`src/rtl/core/nsf_pkg.sv`:
```
`timescale 1ns / 1ps
// ----------------------------------------------------------------------------
// nsf_pkg
// Shared types, constants and a helper function of the NMEA sentence framer.
// ----------------------------------------------------------------------------
package nsf_pkg;

  localparam logic [7:0]  MAX_LEN      = 8'd128;
  localparam int          HDR_W        = 48;
  localparam int          CFG_IDX_W    = 1;
  localparam logic [2:0]  XOR_START    = 3'd5;
  localparam logic [2:0]  HDR_BYTES    = 3'd6;
  localparam logic [6:0]  COMMA_MAX    = 7'd127;
  localparam logic [7:0]  COUNT_MAX    = 8'd255;

  localparam logic [HDR_W-1:0] FIRST_HEADER_RST  = 48'd39888708126529;
  localparam logic [HDR_W-1:0] SECOND_HEADER_RST = 48'd39888708848963;

  localparam logic [CFG_IDX_W-1:0] CFG_FIRST_HEADER  = 1'd0;
  localparam logic [CFG_IDX_W-1:0] CFG_SECOND_HEADER = 1'd1;

  localparam logic [7:0] CH_DOLLAR  = 8'h24;
  localparam logic [7:0] CH_LF      = 8'h0A;
  localparam logic [7:0] CH_CR      = 8'h0D;
  localparam logic [7:0] CH_COMMA   = 8'h2C;
  localparam logic [7:0] CH_UPPER_A = 8'h41;
  localparam logic [7:0] CH_UPPER_Z = 8'h5A;
  localparam logic [7:0] CH_LOWER_A = 8'h61;
  localparam logic [7:0] CH_LOWER_Z = 8'h7A;
  localparam logic [7:0] CH_ZERO    = 8'h30;
  localparam logic [7:0] CH_NINE    = 8'h39;
  localparam logic [7:0] HEX_TEN    = 8'h0A;

  typedef enum logic [1:0] {
    KIND_OTHER  = 2'd0,
    KIND_FIRST  = 2'd1,
    KIND_SECOND = 2'd2
  } kind_t;

  typedef struct packed {
    kind_t      kind;
    logic       checksum_ok;
    logic [7:0] computed_sum;
    logic [7:0] received_sum;
    logic [7:0] sentence_length;
    logic [7:0] field_total;
    logic       too_long;
  } result_t;

  function automatic logic [7:0] hex_value(input logic [7:0] c);
    logic [7:0] v;
    begin
      v = 8'd0;
      if (c >= CH_UPPER_A && c <= CH_UPPER_Z) begin
        v = c - CH_UPPER_A + HEX_TEN;
      end else if (c >= CH_LOWER_A && c <= CH_LOWER_Z) begin
        v = c - CH_LOWER_A + HEX_TEN;
      end else if (c >= CH_ZERO && c <= CH_NINE) begin
        v = c - CH_ZERO;
      end
      return v;
    end
  endfunction

endpackage

```
`src/rtl/core/nsf_in_stage.sv`:
```
`timescale 1ns / 1ps
// ----------------------------------------------------------------------------
// nsf_in_stage
// Input register: holds one received byte until the framer takes it.
// ----------------------------------------------------------------------------
module nsf_in_stage (
  input  logic       clk,
  input  logic       rst_n,
  input  logic       in_tvalid,
  output logic       in_tready,
  input  logic [7:0] in_tdata,
  input  logic       out_free,
  output logic       step,
  output logic [7:0] byte_q
);

  logic       valid_r;
  logic       valid_nxt;
  logic [7:0] byte_r;

  assign step      = valid_r && out_free;
  assign in_tready = !valid_r || out_free;
  assign byte_q    = byte_r;

  always_comb begin
    valid_nxt = valid_r;
    if (in_tvalid && in_tready) begin
      valid_nxt = 1'b1;
    end else if (step) begin
      valid_nxt = 1'b0;
    end
  end

  always_ff @(posedge clk) begin
    if (!rst_n) begin
      valid_r <= 1'b0;
    end else begin
      valid_r <= valid_nxt;
    end
  end

  always_ff @(posedge clk) begin
    if (in_tvalid && in_tready) begin
      byte_r <= in_tdata;
    end
  end

endmodule

```
`src/rtl/core/nsf_framer.sv`:
```
`timescale 1ns / 1ps
// ----------------------------------------------------------------------------
// nsf_framer
// Sentence state: framing, running checksum, header capture, comma count.
// ----------------------------------------------------------------------------
module nsf_framer (
  input  logic                     clk,
  input  logic                     rst_n,
  input  logic                     step,
  input  logic [7:0]               byte_q,
  input  logic [nsf_pkg::HDR_W-1:0] first_header,
  input  logic [nsf_pkg::HDR_W-1:0] second_header,
  output logic                     res_valid,
  output nsf_pkg::result_t         res
);

  logic                      in_sentence_r, in_sentence_nxt;
  logic [7:0]                byte_count_r, byte_count_nxt;
  logic [7:0]                running_xor_r, running_xor_nxt;
  logic [7:0]                delay_r [4];
  logic [7:0]                delay_nxt [4];
  logic [nsf_pkg::HDR_W-1:0] header_r, header_nxt;
  logic [6:0]                comma_r, comma_nxt;
  logic [7:0]                prev_r;

  logic                      is_dollar;
  logic                      is_lf;
  logic                      close;
  logic [7:0]                total;
  logic                      over;
  logic [nsf_pkg::HDR_W-1:0] hdr_cmp;
  logic [7:0]                hex_hi;
  logic [7:0]                hex_lo;
  logic [7:0]                rx_sum;

  assign is_dollar = (byte_q == nsf_pkg::CH_DOLLAR);
  assign is_lf     = (byte_q == nsf_pkg::CH_LF);
  assign close     = is_lf && in_sentence_r && (prev_r == nsf_pkg::CH_CR);
  assign res_valid = step && close;

  always_comb begin
    total   = (byte_count_r < nsf_pkg::COUNT_MAX) ? byte_count_r + 8'd1 : nsf_pkg::COUNT_MAX;
    over    = (total > nsf_pkg::MAX_LEN);
    hdr_cmp = (byte_count_r < {5'd0, nsf_pkg::HDR_BYTES}) ?
              {header_r[nsf_pkg::HDR_W-9:0], byte_q} : header_r;
    hex_hi  = nsf_pkg::hex_value(delay_r[1]);
    hex_lo  = nsf_pkg::hex_value(delay_r[2]);
    rx_sum  = {hex_hi[3:0], 4'd0} + hex_lo;

    res.kind = nsf_pkg::KIND_OTHER;
    if (total >= {5'd0, nsf_pkg::HDR_BYTES}) begin
      if (hdr_cmp == first_header) begin
        res.kind = nsf_pkg::KIND_FIRST;
      end else if (hdr_cmp == second_header) begin
        res.kind = nsf_pkg::KIND_SECOND;
      end
    end
    res.checksum_ok     = (running_xor_r == rx_sum) && !over;
    res.computed_sum    = running_xor_r;
    res.received_sum    = rx_sum;
    res.sentence_length = over ? nsf_pkg::MAX_LEN : total;
    res.field_total     = {1'b0, comma_r} + 8'd1;
    res.too_long        = over;
  end

  always_comb begin
    in_sentence_nxt = in_sentence_r;
    byte_count_nxt  = byte_count_r;
    running_xor_nxt = running_xor_r;
    delay_nxt       = delay_r;
    header_nxt      = header_r;
    comma_nxt       = comma_r;
    if (is_dollar) begin
      in_sentence_nxt = 1'b1;
      byte_count_nxt  = 8'd1;
      running_xor_nxt = 8'd0;
      delay_nxt[0]    = 8'd0;
      delay_nxt[1]    = 8'd0;
      delay_nxt[2]    = 8'd0;
      delay_nxt[3]    = nsf_pkg::CH_DOLLAR;
      header_nxt      = {{(nsf_pkg::HDR_W-8){1'b0}}, nsf_pkg::CH_DOLLAR};
      comma_nxt       = 7'd0;
    end else if (is_lf) begin
      if (close) begin
        in_sentence_nxt = 1'b0;
      end
    end else if (in_sentence_r) begin
      if (byte_count_r >= {5'd0, nsf_pkg::XOR_START}) begin
        running_xor_nxt = running_xor_r ^ delay_r[0];
      end
      delay_nxt[0] = delay_r[1];
      delay_nxt[1] = delay_r[2];
      delay_nxt[2] = delay_r[3];
      delay_nxt[3] = byte_q;
      if (byte_count_r < {5'd0, nsf_pkg::HDR_BYTES}) begin
        header_nxt = {header_r[nsf_pkg::HDR_W-9:0], byte_q};
      end
      if (byte_q == nsf_pkg::CH_COMMA && comma_r < nsf_pkg::COMMA_MAX) begin
        comma_nxt = comma_r + 7'd1;
      end
      if (byte_count_r < nsf_pkg::COUNT_MAX) begin
        byte_count_nxt = byte_count_r + 8'd1;
      end
    end
  end

  always_ff @(posedge clk) begin
    if (!rst_n) begin
      in_sentence_r <= 1'b0;
      byte_count_r  <= 8'd0;
      running_xor_r <= 8'd0;
      delay_r[0]    <= 8'd0;
      delay_r[1]    <= 8'd0;
      delay_r[2]    <= 8'd0;
      delay_r[3]    <= 8'd0;
      header_r      <= '0;
      comma_r       <= 7'd0;
      prev_r        <= 8'd0;
    end else if (step) begin
      in_sentence_r <= in_sentence_nxt;
      byte_count_r  <= byte_count_nxt;
      running_xor_r <= running_xor_nxt;
      delay_r       <= delay_nxt;
      header_r      <= header_nxt;
      comma_r       <= comma_nxt;
      prev_r        <= byte_q;
    end
  end

endmodule

```
`src/rtl/core/nsf_out_stage.sv`:
```
`timescale 1ns / 1ps
// ----------------------------------------------------------------------------
// nsf_out_stage
// Result register: holds one sentence report until the sink takes it.
// ----------------------------------------------------------------------------
module nsf_out_stage (
  input  logic             clk,
  input  logic             rst_n,
  input  logic             res_valid,
  input  nsf_pkg::result_t res,
  output logic             out_free,
  output logic             out_tvalid,
  input  logic             out_tready,
  output logic [39:0]      out_tdata,
  output logic [1:0]       out_tuser
);

  logic             valid_r;
  logic             valid_nxt;
  nsf_pkg::result_t res_r;

  assign out_free   = !valid_r || out_tready;
  assign out_tvalid = valid_r;
  assign out_tuser  = res_r.kind;
  assign out_tdata  = {6'd0, res_r.too_long, res_r.field_total, res_r.sentence_length,
                       res_r.received_sum, res_r.computed_sum, res_r.checksum_ok};

  always_comb begin
    valid_nxt = valid_r;
    if (res_valid) begin
      valid_nxt = 1'b1;
    end else if (out_tready) begin
      valid_nxt = 1'b0;
    end
  end

  always_ff @(posedge clk) begin
    if (!rst_n) begin
      valid_r <= 1'b0;
    end else begin
      valid_r <= valid_nxt;
    end
  end

  always_ff @(posedge clk) begin
    if (res_valid) begin
      res_r <= res;
    end
  end

endmodule

```
`src/rtl/core/nmea_sentence_framer_unit.sv`:
```
`timescale 1ns / 1ps
// ----------------------------------------------------------------------------
// nmea_sentence_framer_unit
// NMEA 0183 sentence framer with checksum check and header match.
// ----------------------------------------------------------------------------
// Takes one byte per clock cycle from a stream of received characters, as long
// as the output does not stall. Each byte passes an input register, the
// framing logic and a result register, so the report for the line feed that
// closes a sentence is offered from the result register. Only closing bytes
// give a report; all other bytes update internal state silently. Stalls on
// the output stop the input only once both registers are full.
module nmea_sentence_framer_unit (
  input  logic                          clk,
  input  logic                          rst_n,
  input  logic                          in_tvalid,
  output logic                          in_tready,
  input  logic [7:0]                    in_tdata,   // byte_in
  output logic                          out_tvalid,
  input  logic                          out_tready,
  // checksum_ok, computed_sum, received_sum, sentence_length, field_total, too_long
  output logic [39:0]                   out_tdata,
  output logic [1:0]                    out_tuser,  // sentence_kind
  input  logic                          cfg_we,
  input  logic [nsf_pkg::CFG_IDX_W-1:0] cfg_index,
  input  logic [nsf_pkg::HDR_W-1:0]     cfg_wdata
);

  logic [nsf_pkg::HDR_W-1:0] first_header_r;
  logic [nsf_pkg::HDR_W-1:0] second_header_r;
  logic                      out_free;
  logic                      step;
  logic [7:0]                byte_q;
  logic                      res_valid;
  nsf_pkg::result_t          res;

  always_ff @(posedge clk) begin
    if (!rst_n) begin
      first_header_r  <= nsf_pkg::FIRST_HEADER_RST;
      second_header_r <= nsf_pkg::SECOND_HEADER_RST;
    end else if (cfg_we) begin
      case (cfg_index)
        nsf_pkg::CFG_FIRST_HEADER:  first_header_r  <= cfg_wdata;
        nsf_pkg::CFG_SECOND_HEADER: second_header_r <= cfg_wdata;
        default: ;
      endcase
    end
  end

  nsf_in_stage u_in (
    .clk       (clk),
    .rst_n     (rst_n),
    .in_tvalid (in_tvalid),
    .in_tready (in_tready),
    .in_tdata  (in_tdata),
    .out_free  (out_free),
    .step      (step),
    .byte_q    (byte_q)
  );

  nsf_framer u_framer (
    .clk           (clk),
    .rst_n         (rst_n),
    .step          (step),
    .byte_q        (byte_q),
    .first_header  (first_header_r),
    .second_header (second_header_r),
    .res_valid     (res_valid),
    .res           (res)
  );

  nsf_out_stage u_out (
    .clk        (clk),
    .rst_n      (rst_n),
    .res_valid  (res_valid),
    .res        (res),
    .out_free   (out_free),
    .out_tvalid (out_tvalid),
    .out_tready (out_tready),
    .out_tdata  (out_tdata),
    .out_tuser  (out_tuser)
  );

endmodule

```
`config.mk`:
```
export PLATFORM = sky130hd
export DESIGN_NAME = nmea_sentence_framer_unit
export DESIGN_NICKNAME = d
export VERILOG_FILES = /design/src/rtl/core/nsf_pkg.sv /design/src/rtl/core/nsf_in_stage.sv /design/src/rtl/core/nsf_framer.sv /design/src/rtl/core/nsf_out_stage.sv /design/src/rtl/core/nmea_sentence_framer_unit.sv
export SDC_FILE = /design/constraint.sdc
export NUM_CORES = 1
export LEC_CHECK = 0
export BUFFER_PORTS_ARGS = -buffer_cell sky130_fd_sc_hd__buf_2
export CORE_ASPECT_RATIO = 0.8
export CORE_MARGIN = 1.5
export CORE_UTILIZATION = 61
export CTS_CLUSTER_SIZE = 8
export DETAILED_ROUTE_END_ITERATION = 8
export PLACE_DENSITY_LB_ADDON = 0.2
export SYNTH_ARGS = -nofsm -noshare
export SYNTH_HDL_FRONTEND = slang
export SYNTH_SLANG_ARGS = --single-unit
```
`constraint.sdc`:
```
create_clock -name clk -period 9.46 [get_ports clk]
set_input_delay 0.946 -clock clk [delete_from_list [all_inputs] [get_ports clk]]
set_output_delay 0.946 -clock clk [all_outputs]
set_load 0.01 [all_outputs]
```
* After elaboration in Yosys (flattened, before gate mapping) *
Index checks and enable logic that the tools add are counted.

word-level totals
  input bits = 62
  bits in latches = 0
  memories = 0
  ROM bits = 0
  memory bits (writable) = 0
  output and inout bits = 44
  register bits = 254
  word-level logic and storage cells = 135

operators by class
  $add $sub $neg = 14
  reduce and logical (&&, ||, !) cells = 34
  shifts and indexed selects = 0
  $lt $le $gt $ge = 18
  $mul = 0
  div/mod/pow operators = 0
  equal/unequal tests = 8
  bitwise gates (word level) = 3
  muxes and demuxes = 35

operator list
  cell                   count
  $mux W48               4
  $eq A48 B48 Y1         2
  $mux W32               3
  $mux W8                12
  $ge A8 B7 Y1 const B   4
  $le A8 B7 Y1 const B   4
  $mux W7                4
  $add A8 B4 Y8 const B  2
  $eq A8 B4 Y1 const B   2
  $eq A8 B6 Y1 const B   2
  $ge A8 B3 Y1 const B   2
  $ge A8 B6 Y1 const B   2
  $le A8 B6 Y1 const B   2
  $reduce_bool A2 Y1     8
  $sub A8 B7 Y8 const B  2
  $logic_and A1 B1 Y1    13
  $mux W4                3
  $reduce_and A4 Y1      3
  $sub A4 B1 Y4 const B  3
  $add A4 B4 Y4 const B  2
  $add A7 B1 Y8 const B  1
  $add A8 B1 Y8 const B  1
  $add A8 B8 Y8          1
  $eq A8 B8 Y1           1
  16 further kinds       29

* Depth between registers and ports, before layout *
Gate-level depths: netlist of the first run.

  word-level depth = 8
  depth in mapped cells = 16
  depth with buffers taken out = 15

* Modules after synthesis *
From an unflattened synthesis of the first run, not the netlist that was laid out.

unflattened totals
  cells, all modules = 1516
  area, all modules = 13545.5 sq um

by module, submodules not included
  module                     instances  area an instance (sq um)  cells an instance  sequential area each (sq um)
  nsf_framer                 1          8300.5                    1061               2242.2
  nmea_sentence_framer_unit  1          3761.1                    394                1921.8
  nsf_out_stage              1          1178.6                    47                 1101.1
  nsf_in_stage               1          305.3                     14                 260.2

* Least setup slack after synthesis of the first run *
OpenSTA, ideal clock, no wires.

  path type = input port to flip-flop
  from = in out_tready
  to = reg u_framer.in_sentence_r
  data required time = 9345 ps
  slack = 5504 ps
  setup time = 115 ps
  arrival time = 3841 ps
  stages on the path = 8
  path buffers = 2
  cells stage by stage = nor2b_1 > nor2b_1 > clkbuf_1 > buf_1 > nand4_1 > nor2_1 > o21ai_0 > and2_1

between the ends
  cells in the longest elaborated chain, start to end = 3

RTL lines
  item                                RTL line                         RTL
  start, declared                     nmea_sentence_framer_unit.sv:19  input logic out_tready,
  $logic_or A1 B1 Y1                  nsf_out_stage.sv:22              assign out_free = !valid_r || out_tready;
  $logic_and A1 B1 Y1                 nsf_in_stage.sv:21               assign step = valid_r && out_free;
  $reduce_and A3 Y1 (no source line)  n/a
  end signal, assigned                nsf_framer.sv:120                in_sentence_r <= in_sentence_nxt;
  end, declared                       nsf_framer.sv:17                 logic in_sentence_r, in_sentence_nxt;

No other way between the ends.
A chain may end at the register's enable or synchronous reset.

==> run metrics, run 1 <==
status=completed; n_diodes=0; area leader, netlist=dfxtp_1; number of synthesized flops with an enable pin=44; die footprint=0.0224 mm^2; final hold vios=0; share of the synthesized area in the top cell type=32.0%; Post-synth ARST share=0%; Hold Crit Class=reg -> reg; most common cell in the netlist=nand2_1; first-pass GRT wire length=62300 um; Worst path max stage delay=0.54 ns; worst-margin pin slew=1.24 ns; final slew viol count=0; post-cts resize count=0; Max Clk Rate=236 MHz; Design Area, Final=0.0146 mm^2; final net count=1631; Clk Tree Root Cell=clkbuf_16; die span in x=167 um; ANT nets after route=0; WL final=40900 um; Slew headroom=17.5%; post-CTS setup buffers=0; P per Cell Area=171 mW/mm^2; Core Util, Final=69.7%; cell count after synthesis=1509; ys flop type=dfxtp_1; initial antenna violation count=0; top cells by count, synth=248 x nand2_1, 210 x dfxtp_1, 96 x nor2b_1, 80 x clkbuf_1, 74 x a22oi_1; Worst Setup Start Kind=flop; Rows=47; Avg WL per Cell=22.3 um; DR pass1 iterations=9; final setup vio count=0; CP Cell Sequence=inv_1 -> ha_1 -> nor4b_1 -> or3b_2 -> a21oi_1 -> or2_2 -> a21oi_1 -> a21oi_1 -> ha_1 -> fa_1 -> xor2_1 -> nor4_1 -> o211ai_1 -> nor4_1; Port Buffers=99; GPL Wtd Cong=1.00; Initial Utilization=62.8%; drc violations=0; Seq/Total Area, Yosys=42.1%; Max-Cap Viols=0; #FFs+latches synth=254; TritonCTS Buffers=37; DRT iter0 DRCs=1606; clk buf depth=3; Vias=11700; top post-synthesis cells by area=dfxtp_1 32%, edfxtp_1 10%, nand2_1 7.1%, nor2b_1 4.6%, a22oi_1 4.2%; synth unique cells=81; unrepaired setup endpoints after global routing=false; synthesized area=0.0131 mm^2; vias in the first global route=10600; CTS tree=done; crit-path most repeated cell=a21oi_1; Crit Path Max Fanout=10; GRT Util Overall=36.3%; min cycle time layout=4.24 ns; Clk pin slew, worst setup/hold paths=0.05 ns; fraction of layout cells with a size suffix above 1=11.3%; crit end category=flop; WP data arrival=4.57 ns; CP bufs+invs=1; fillers=1705; Mapped Avg Cell Area=8.69 um^2; Lkg Pwr=0.00536 uW; CTS Sinks=254; pin count of the biggest net entering global routing=108; Max Clock Skew=0.0132 ns; DP Area=0.0135 mm^2; DR vias/cell=6.39; Critical Path RT=9.79 ns; yosys warns=0; IO Pins=106; hold buffer count at cts=0; Core Footprint=0.0209 mm^2; kind of critical path=reg -> reg; Clock Latency Late Sink=0.51 ns; Critical Path Slowest Stage Cell=a21oi_1; Setup TNS=0 ns; Max VDD drop=0.000151 V; final critical-path share of the clock period=44.8%; cell family with most CP delay=simple AND/OR/NAND/NOR gates; CTS H-Tree Depth=2; area grow syn2layout=10.9%; Die Y=134 um; grt ovf=0; hpwl dp=28600 um
## per-layer routing
metal | up-vias | part of all wire, % | track usage (%)
met5 | - | 0.12 | 1.74
met2 | 664 | 39 | 47.9
li1 | 5368 | - | -
met3 | 75 | 13 | 11.2
met4 | 2 | 2.1 | 9.95
met1 | 5576 | 46 | 55.8
## logic make-up after synthesis
kind of cell             count (synthesis)  synth area share, %
XOR/XNOR                                92                 6.25
AND/OR/NAND/NOR                        564                 21.5
adder cells (fa/ha/maj)                 20                 1.96
multiplexers                            18                 1.38
flip-flops                             254                 42.1
other                                    1               0.0286
buffers and inverters                  184                 6.22
AO/OA/AOI/OAI                          376                 20.5
## state kept, by name (all words and copies together), names as in the netlist
signal	flops
second_header_r	48
u_framer.running_xor_r	8
u_out.out_tvalid	1
u_framer.in_sentence_r	1
u_out.out_tuser	2
u_framer.header_r	48
u_framer.comma_r	7
first_header_r	48
u_framer.delay_r	32
u_out.out_tdata	34
u_framer.byte_count_r	8
u_in.byte_q	8
u_in.valid_r	1
u_framer.prev_r	8
## layout make-up
class / instances / area [um^2] / share of cell area (%)
inverters: 69 / 259 / 1.78
clock inverters: 1 / 16.3 / 0.112
clock buffers: 50 / 996 / 6.84
multi-input cells: 1076 / 6830 / 47.0
flip-flops and latches: 254 / 5530 / 38.0
well taps: 269 / 337 / 2.31
repair buffers: 111 / 588 / 4.04
## layout by cell type (no fill, tap or decap), types with 33 or more instances in the layout
master / synthesis / final
edfxtp_1: 44 / 44
nand2_1: 248 / 248
inv_1: 69 / 69
xnor2_1: 45 / 45
dfxtp_1: 210 / 210
clkbuf_16: 0 / 38
o21ai_0: 34 / 34
a22oi_1: 74 / 74
nor2b_1: 96 / 95
buf_2: 16 / 98
a21boi_0: 71 / 71
xor2_1: 46 / 46
a21oi_1: 45 / 45
nand2b_1: 33 / 33
nand3_1: 54 / 54
## stage by stage
stage	hold slack, ns	total power [uW]	instances	setup WS (ns)
after floorplan	0.443	1270	1514	5.50
after global placement	0.453	1330	1779	5.36
after detailed placement	0.459	1330	1779	5.29
after CTS	0.466	2490	1830	5.28
after global routing	0.491	2560	1830	4.91
final	0.466	2490	1830	5.22
## path summary, 6_finish.rpt
check / start / to / slack [ns] / depth (start not counted)
setup / recovery: u_framer.delay_r[8]$_SDFFE_PN0P_ / u_out.out_tdata[0]$_DFFE_PP_ / 5.22 / 14
hold / removal: u_framer.delay_r[5]$_SDFFE_PN0P_ / u_framer.delay_r[5]$_SDFFE_PN0P_ / 0.47 / 2
setup reg to reg: u_framer.delay_r[8]$_SDFFE_PN0P_ / u_out.out_tdata[0]$_DFFE_PP_ / 5.22 / 14
hold reg to reg: u_framer.delay_r[5]$_SDFFE_PN0P_ / u_framer.delay_r[5]$_SDFFE_PN0P_ / 0.47 / 2
## where the power goes
part	internal, uW	total [uW]	switching [uW]
Clock	722	1180	456
Combinational	61.4	145	84.0
Sequential	1130	1170	42.7
Total	1910	2490	583
## worst reg2reg max path, cell delays in order (launching register included)
cell	delay (ns)
dfxtp_1	0.52
inv_1	0.12
ha_1	0.22
nor4b_1	0.15
or3b_2	0.46
a21oi_1	0.54
or2_2	0.24
a21oi_1	0.08
a21oi_1	0.20
ha_1	0.22
fa_1	0.44
xor2_1	0.16
nor4_1	0.30
o211ai_1	0.14
nor4_1	0.26
No activity file was read; power rests on OpenSTA's default activity.
==> run 2: changes to the inputs <==
clock period = 4 ns   (was 9.46 ns; I/O delays follow)
==> run 2 against run 1 <==
- utilization increased by 0.99 points
- non-clock buffer count rose by 20
- sequential cell count unchanged
- routed wire length increased by 5.7%
- die area stayed put
- clock power up 140%
- power grew 140%
- sequential power up 140%
- global-route usage up 2.0 points
- largest power group unchanged
==> run metrics, run 2 (synthesized netlist as in run 1, its figures left out) <==
GPL Wtd Cong=0.992 (-0.95%); Port Buffers=99 (unchanged); Core Footprint=0.0209 mm^2 (unchanged); Max VDD drop=0.000432 V (+190%); Vias=11800 (+0.95%); Rows=47 (unchanged); CTS Sinks=254 (unchanged); GRT Util Overall=38.3% (+2.0 points); Clk Tree Root Cell=clkbuf_16; final setup vio count=0 (unchanged); Avg WL per Cell=23.3 um (+4.5%); final critical-path share of the clock period=94.2% (+49 points); die span in x=167 um (unchanged); first-pass GRT wire length=64800 um (+4.1%); drc violations=0 (unchanged); final hold vios=0 (unchanged); kind of critical path=reg -> reg; Initial Utilization=62.8% (unchanged); Max Clock Skew=0.0125 ns (-0.000740 ns); dpl cells=1799 (+1.1%); n_diodes=0 (unchanged); Max Clk Rate=265 MHz (+12%); Crit Path Max Fanout=9 (-1); commonest non-fill, non-tap cells in the layout=248 x nand2_1, 209 x dfxtp_1, 98 x buf_2; Die Y=134 um (unchanged); grt ovf=0 (unchanged); Critical Path RT=4.31 ns (-5.48 ns); Hold Crit Class=in -> reg; DR pass1 iterations=8 (-1); Slew headroom=20.2% (+2.8 points); initial antenna violation count=0 (unchanged); hpwl dp=30600 um (+6.9%); Clk pin slew, worst setup/hold paths=0.05 ns (about the same); pin count of the biggest net entering global routing=101 (-6.5%); WP data arrival=4.08 ns (-0.49 ns); P per Cell Area=405 mW/mm^2 (+140%); DP Area=0.0137 mm^2 (+1.2%); DRT iter0 DRCs=1640 (+2.1%); fraction of layout cells with a size suffix above 1=12.8% (+1.4 points); status=completed; CTS H-Tree Depth=2 (unchanged); routing usage on met3=14.7% (+3.5 points); crit end category=flop; power consumption=5990 uW (+140%); Max-Cap Viols=0 (unchanged); IO Pins=106 (unchanged); busiest grt layer=met1; WL final=43200 um (+5.7%); Setup TNS=0 ns (unchanged); worst-margin pin slew=1.19 ns (-0.0417 ns); final slew viol count=0 (unchanged); GR Util met1=55.3% (-0.50 points); post-route insts no fill=1852 (+1.2%); min cycle time layout=3.77 ns (-0.468 ns); Largest regs=first_header_r x48, second_header_r x48, u_framer.header_r x48; Lkg Pwr=0.00548 uW (+2.2%); die footprint=0.0224 mm^2 (unchanged); unrepaired setup endpoints after global routing=false; Clock Latency Late Sink=0.51 ns (about the same); Worst Setup Start Kind=flop; vias in the first global route=11000 (+3.0%); area grow syn2layout=12.5%; GR Util met2=52.3% (+4.4 points); most common cell after layout, fill and taps aside=nand2_1; CTS tree=done; ANT nets after route=0 (unchanged); clk buf depth=3 (unchanged); Final WS setup=0.233 ns (-4.99 ns); DR vias/cell=6.37 (-0.25%); Design Area, Final=0.0148 mm^2 (+1.4%); TritonCTS Buffers=37 (unchanged); final net count=1651 (+1.2%); Place WS=0.113 ns (-5.18 ns)
==> run 2: per-stage QoR <==
step | hold slack, ns | utilization [%]
2_1_floorplan | 0.443 | -
3_3_place_gp | 0.450 | 65.7
3_5_place_dp | 0.456 | 65.7
4_1_cts | 0.0629 | 70.7
5_1_grt | 0.0596 | 70.7
6_report | 0.0729 | 70.7
==> run 2: worst paths after layout <==
path,slack [ns],depth (start not counted),endpoint,startpoint
hold / removal,0.07,1,u_in.byte_q[1]$_DFFE_PP_,in_tdata[1]
setup / recovery,0.23,15,u_out.out_tdata[0]$_DFFE_PP_,u_framer.delay_r[8]$_SDFFE_PN0P_
hold reg to reg,0.46,2,first_header_r[25]$_SDFFE_PN0P_,first_header_r[25]$_SDFFE_PN0P_
setup reg to reg,0.23,15,u_out.out_tdata[0]$_DFFE_PP_,u_framer.delay_r[8]$_SDFFE_PN0P_
==> run 2: layer usage <==
layer / wire (um) / part of all wire [%] / vias up
met2: 17100 / 40 / 755
met1: 19200 / 44 / 5556
met3: 5870 / 14 / 86
li1: - / - / 5399
met5: 0 / 0 / -
met4: 1080 / 2.5 / 0
==> run 2: timing repair <==
item,CTS,global route
buffers inserted,0,0
hold buffers,0,0
gates resized for setup,0,4
setup endpoints to repair,0,1
==> run 2: where the power goes <==
part           internal [uW]  total (uW)  switching [uW]  leakage [uW]
Sequential              2660        2750            87.0       0.00212
Combinational            153         378             224       0.00285
Clock                   1770        2860            1090      0.000506
==> run 2: final cells by class <==
cell class	instances	area, um^2
Clock inverter	1	8.76
Clock buffer	52	1030
Sequential cell	254	5530
Timing Repair Buffer	131	751
Fill cell	1643	6110
Multi-Input combinational cell	1076	6850
Inverter	69	259
Tap cell	269	337
==> run 2: worst max-delay path: stages (launching register included) <==
cell	delay, ns
dfxtp_1	0.30
buf_4	0.16
ha_1	0.22
nor4b_2	0.29
a211o_1	0.21
a31oi_2	0.07
or2_2	0.33
a21oi_1	0.14
a21oi_1	0.11
ha_1	0.22
fa_1	0.38
xor2_1	0.25
xor2_1	0.10
nor4_1	0.35
o211ai_1	0.14
nor4_1	0.30
==> run 3: changes to the inputs <==
CELL_PAD_IN_SITES_DETAIL_PLACEMENT = 1   (was not set)
CELL_PAD_IN_SITES_GLOBAL_PLACEMENT = 2   (was not set)
CORE_UTILIZATION = 37   (was 61)
==> run 3 against run 2 <==
- die area grew 63%
- clock skew is 0.0037 ns higher
- first-iteration DRC count down 50%
- fmax rose by 4.6%
- final cell count increased by 11%
- worst hold slack worse by 0.017 ns
- largest cell class unchanged
- utilization fell by 28 points
- largest power group unchanged
- routed wire length up 10%
==> run metrics, run 3 (synthesized netlist as in run 1, its figures left out) <==
status=completed; Place WS=0.277 ns (+0.164 ns); Clk Tree Root Cell=clkbuf_16; Largest regs=first_header_r x48, second_header_r x48, u_framer.header_r x48; DR vias/cell=5.61 (-12%); Min-Delay Path Depth=1 (unchanged); CTS Sinks=254 (unchanged); TritonCTS Buffers=37 (unchanged); Crit Path Max Fanout=8 (-1); kind of critical path=reg -> reg; Core Util, Final=43.1% (-28 points); Avg WL per Cell=23.2 um (-0.43%); dpl cells=2001 (+11%); final net count=1650 (-0.061%); Max Clock Skew=0.0162 ns (+0.00367 ns); HP Start=in_tdata[5]; clk buf depth=3 (unchanged); Lkg Pwr=0.00546 uW (-0.29%); Metal-1 WL=24000 um (+25%); WL final=47700 um (+10%); Max Clk Rate=278 MHz (+4.6%); FF-to-FF path depth=14 (-1); Initial Utilization=37.7% (-25 points); n_diodes=0 (unchanged); Slew headroom=16.8% (-3.4 points); IO Pins=106 (unchanged); initial antenna violation count=1 (+1); CTS H-Tree Depth=2 (unchanged); die footprint=0.0366 mm^2 (+63%); Worst Setup Start Kind=flop; Die Y=171 um (+28%); top sig layer=met4; Max-Cap Viols=0 (unchanged); CTS tree=done; Critical Path RT=4.34 ns (+0.03 ns); power consumption=5950 uW (-0.60%); worst hold path endpoint=u_in.byte_q[5]$_DFFE_PP_; Setup TNS=0 ns (unchanged); DRT iter0 DRCs=826 (-50%); Clock Latency Late Sink=0.52 ns (about the same); final slew viol count=0 (unchanged); fraction of layout cells with a size suffix above 1=12.5% (-0.24 points); min cycle time layout=3.60 ns (-0.167 ns); most common cell after layout, fill and taps aside=nand2_1; reg-to-reg critical path startpoint=u_framer.delay_r[8]$_SDFFE_PN0P_; GPL Wtd Cong=0.914 (-7.9%); ANT nets after route=0 (unchanged); Core Footprint=0.0348 mm^2 (+67%); Vias=11500 (-2.2%); Hold Crit Class=in -> reg; post-route insts no fill=2054 (+11%); worst-margin pin slew=1.24 ns (+0.0513 ns); commonest non-fill, non-tap cells in the layout=248 x nand2_1, 210 x dfxtp_1, 98 x buf_2; first-pass GRT wire length=72500 um (+12%); Final WS setup=0.399 ns (+0.167 ns); crit end category=flop; Clk pin slew, worst setup/hold paths=0.05 ns (about the same); P per Cell Area=397 mW/mm^2 (-2.1%); final critical-path share of the clock period=90.0% (-4.2 points); grt ovf=0 (unchanged); Rows=61 (+30%); vias in the first global route=11600 (+5.6%); die span in x=214 um (+28%); hpwl dp=34900 um (+14%); WP data arrival=3.94 ns (-0.14 ns); unrepaired setup endpoints after global routing=false; final hold vios=0 (unchanged); final setup vio count=0 (unchanged); drc violations=0 (unchanged); GRT Util Overall=26.4% (-12 points); area grow syn2layout=14.2%; reg-to-reg slack, setup=0.40 ns (+0.17 ns); metal2 WL=19400 um (+14%); worst r2r dst=u_out.out_tdata[0]$_DFFE_PP_; pin count of the biggest net entering global routing=134 (+33%); DR pass1 iterations=7 (-1); Port Buffers=99 (unchanged); met3 wire length=3550 um (-39%); Max VDD drop=0.000270 V (-38%)
run 3: cell count changes in the layout (fill, tap and decap cells not counted), sizes merged:
cell	change
buf	-1
inv	-1
clkinv	+1
run 3: routing by layer:
metal / global-route usage (%) / up-vias
met2: 37.6 / 326
met1: 39.8 / 5754
met3: 6.37 / 59
li1: - / 5393
met5: 0 / -
met4: 5.73 / 0
run 3: power breakdown:
part	internal (uW)	switching (uW)	leakage, uW	total (uW)
Sequential	2660	96.4	0.00212	2760
Combinational	150	213	0.00285	363
Clock	1720	1110	0.000492	2830
Total	4530	1420	0.00546	5950
run 3: final cells by class:
class | count | area (um^2)
repair buffers | 130 | 743
flip-flops and latches | 254 | 5530
fillers | 4123 | 19800
clock buffers | 52 | 1000
multi-input cells | 1076 | 6850
inverters | 69 | 259
well taps | 472 | 591
clock inverters | 1 | 16.3
run 3: repair_timing:
| action | CTS | global route |
|---|---|---|
| endpoints found under the setup margin | 0 | 1 |
| setup buffers | 0 | 0 |
| hold buffers | 0 | 0 |
| hold endpoints to repair | 0 | 0 |
| resized for setup | 0 | 3 |
run 3: metrics by stage:
step / instance area, um^2 / hold WS (ns)
floorplan: 13100 / 0.443
global placement: 14000 / 0.457
detailed placement: 14000 / 0.460
CTS: 15000 / 0.0334
global route: 15000 / 0.0366
finish: 15000 / 0.0558
run 3: critical path: stages, from the launching register on:
cell and delay, ns:
dfxtp_1 0.36, inv_1 0.08, ha_1 0.22, nor4b_2 0.17, or3b_2 0.43, a21oi_1 0.20, buf_4 0.19, a21oi_1 0.07
o21ai_1 0.24, ha_1 0.29, a21o_1 0.16, a21oi_1 0.16, xor2_1 0.27, xnor3_1 0.36, nor4_1 0.22
run 3: worst max path at each step:
stage | depth (start not counted) | start | end | slack (ns)
6_report | 14 | u_framer.delay_r[8]$_SDFFE_PN0P_ | u_out.out_tdata[0]$_DFFE_PP_ | 0.40
5_1_grt | 14 | u_framer.delay_r[8]$_SDFFE_PN0P_ | u_out.out_tdata[0]$_DFFE_PP_ | 0.06
4_1_cts | 15 | u_framer.delay_r[9]$_SDFFE_PN0P_ | u_out.out_tdata[0]$_DFFE_PP_ | 0.24
3_5_place_dp | 15 | u_framer.delay_r[9]$_SDFFE_PN0P_ | u_out.out_tdata[0]$_DFFE_PP_ | 0.28
3_3_place_gp | 14 | u_framer.delay_r[8]$_SDFFE_PN0P_ | u_out.out_tdata[0]$_DFFE_PP_ | 0.38
2_1_floorplan | 14 | u_framer.delay_r[9]$_SDFFE_PN0P_ | u_out.out_tdata[0]$_DFFE_PP_ | 0.23
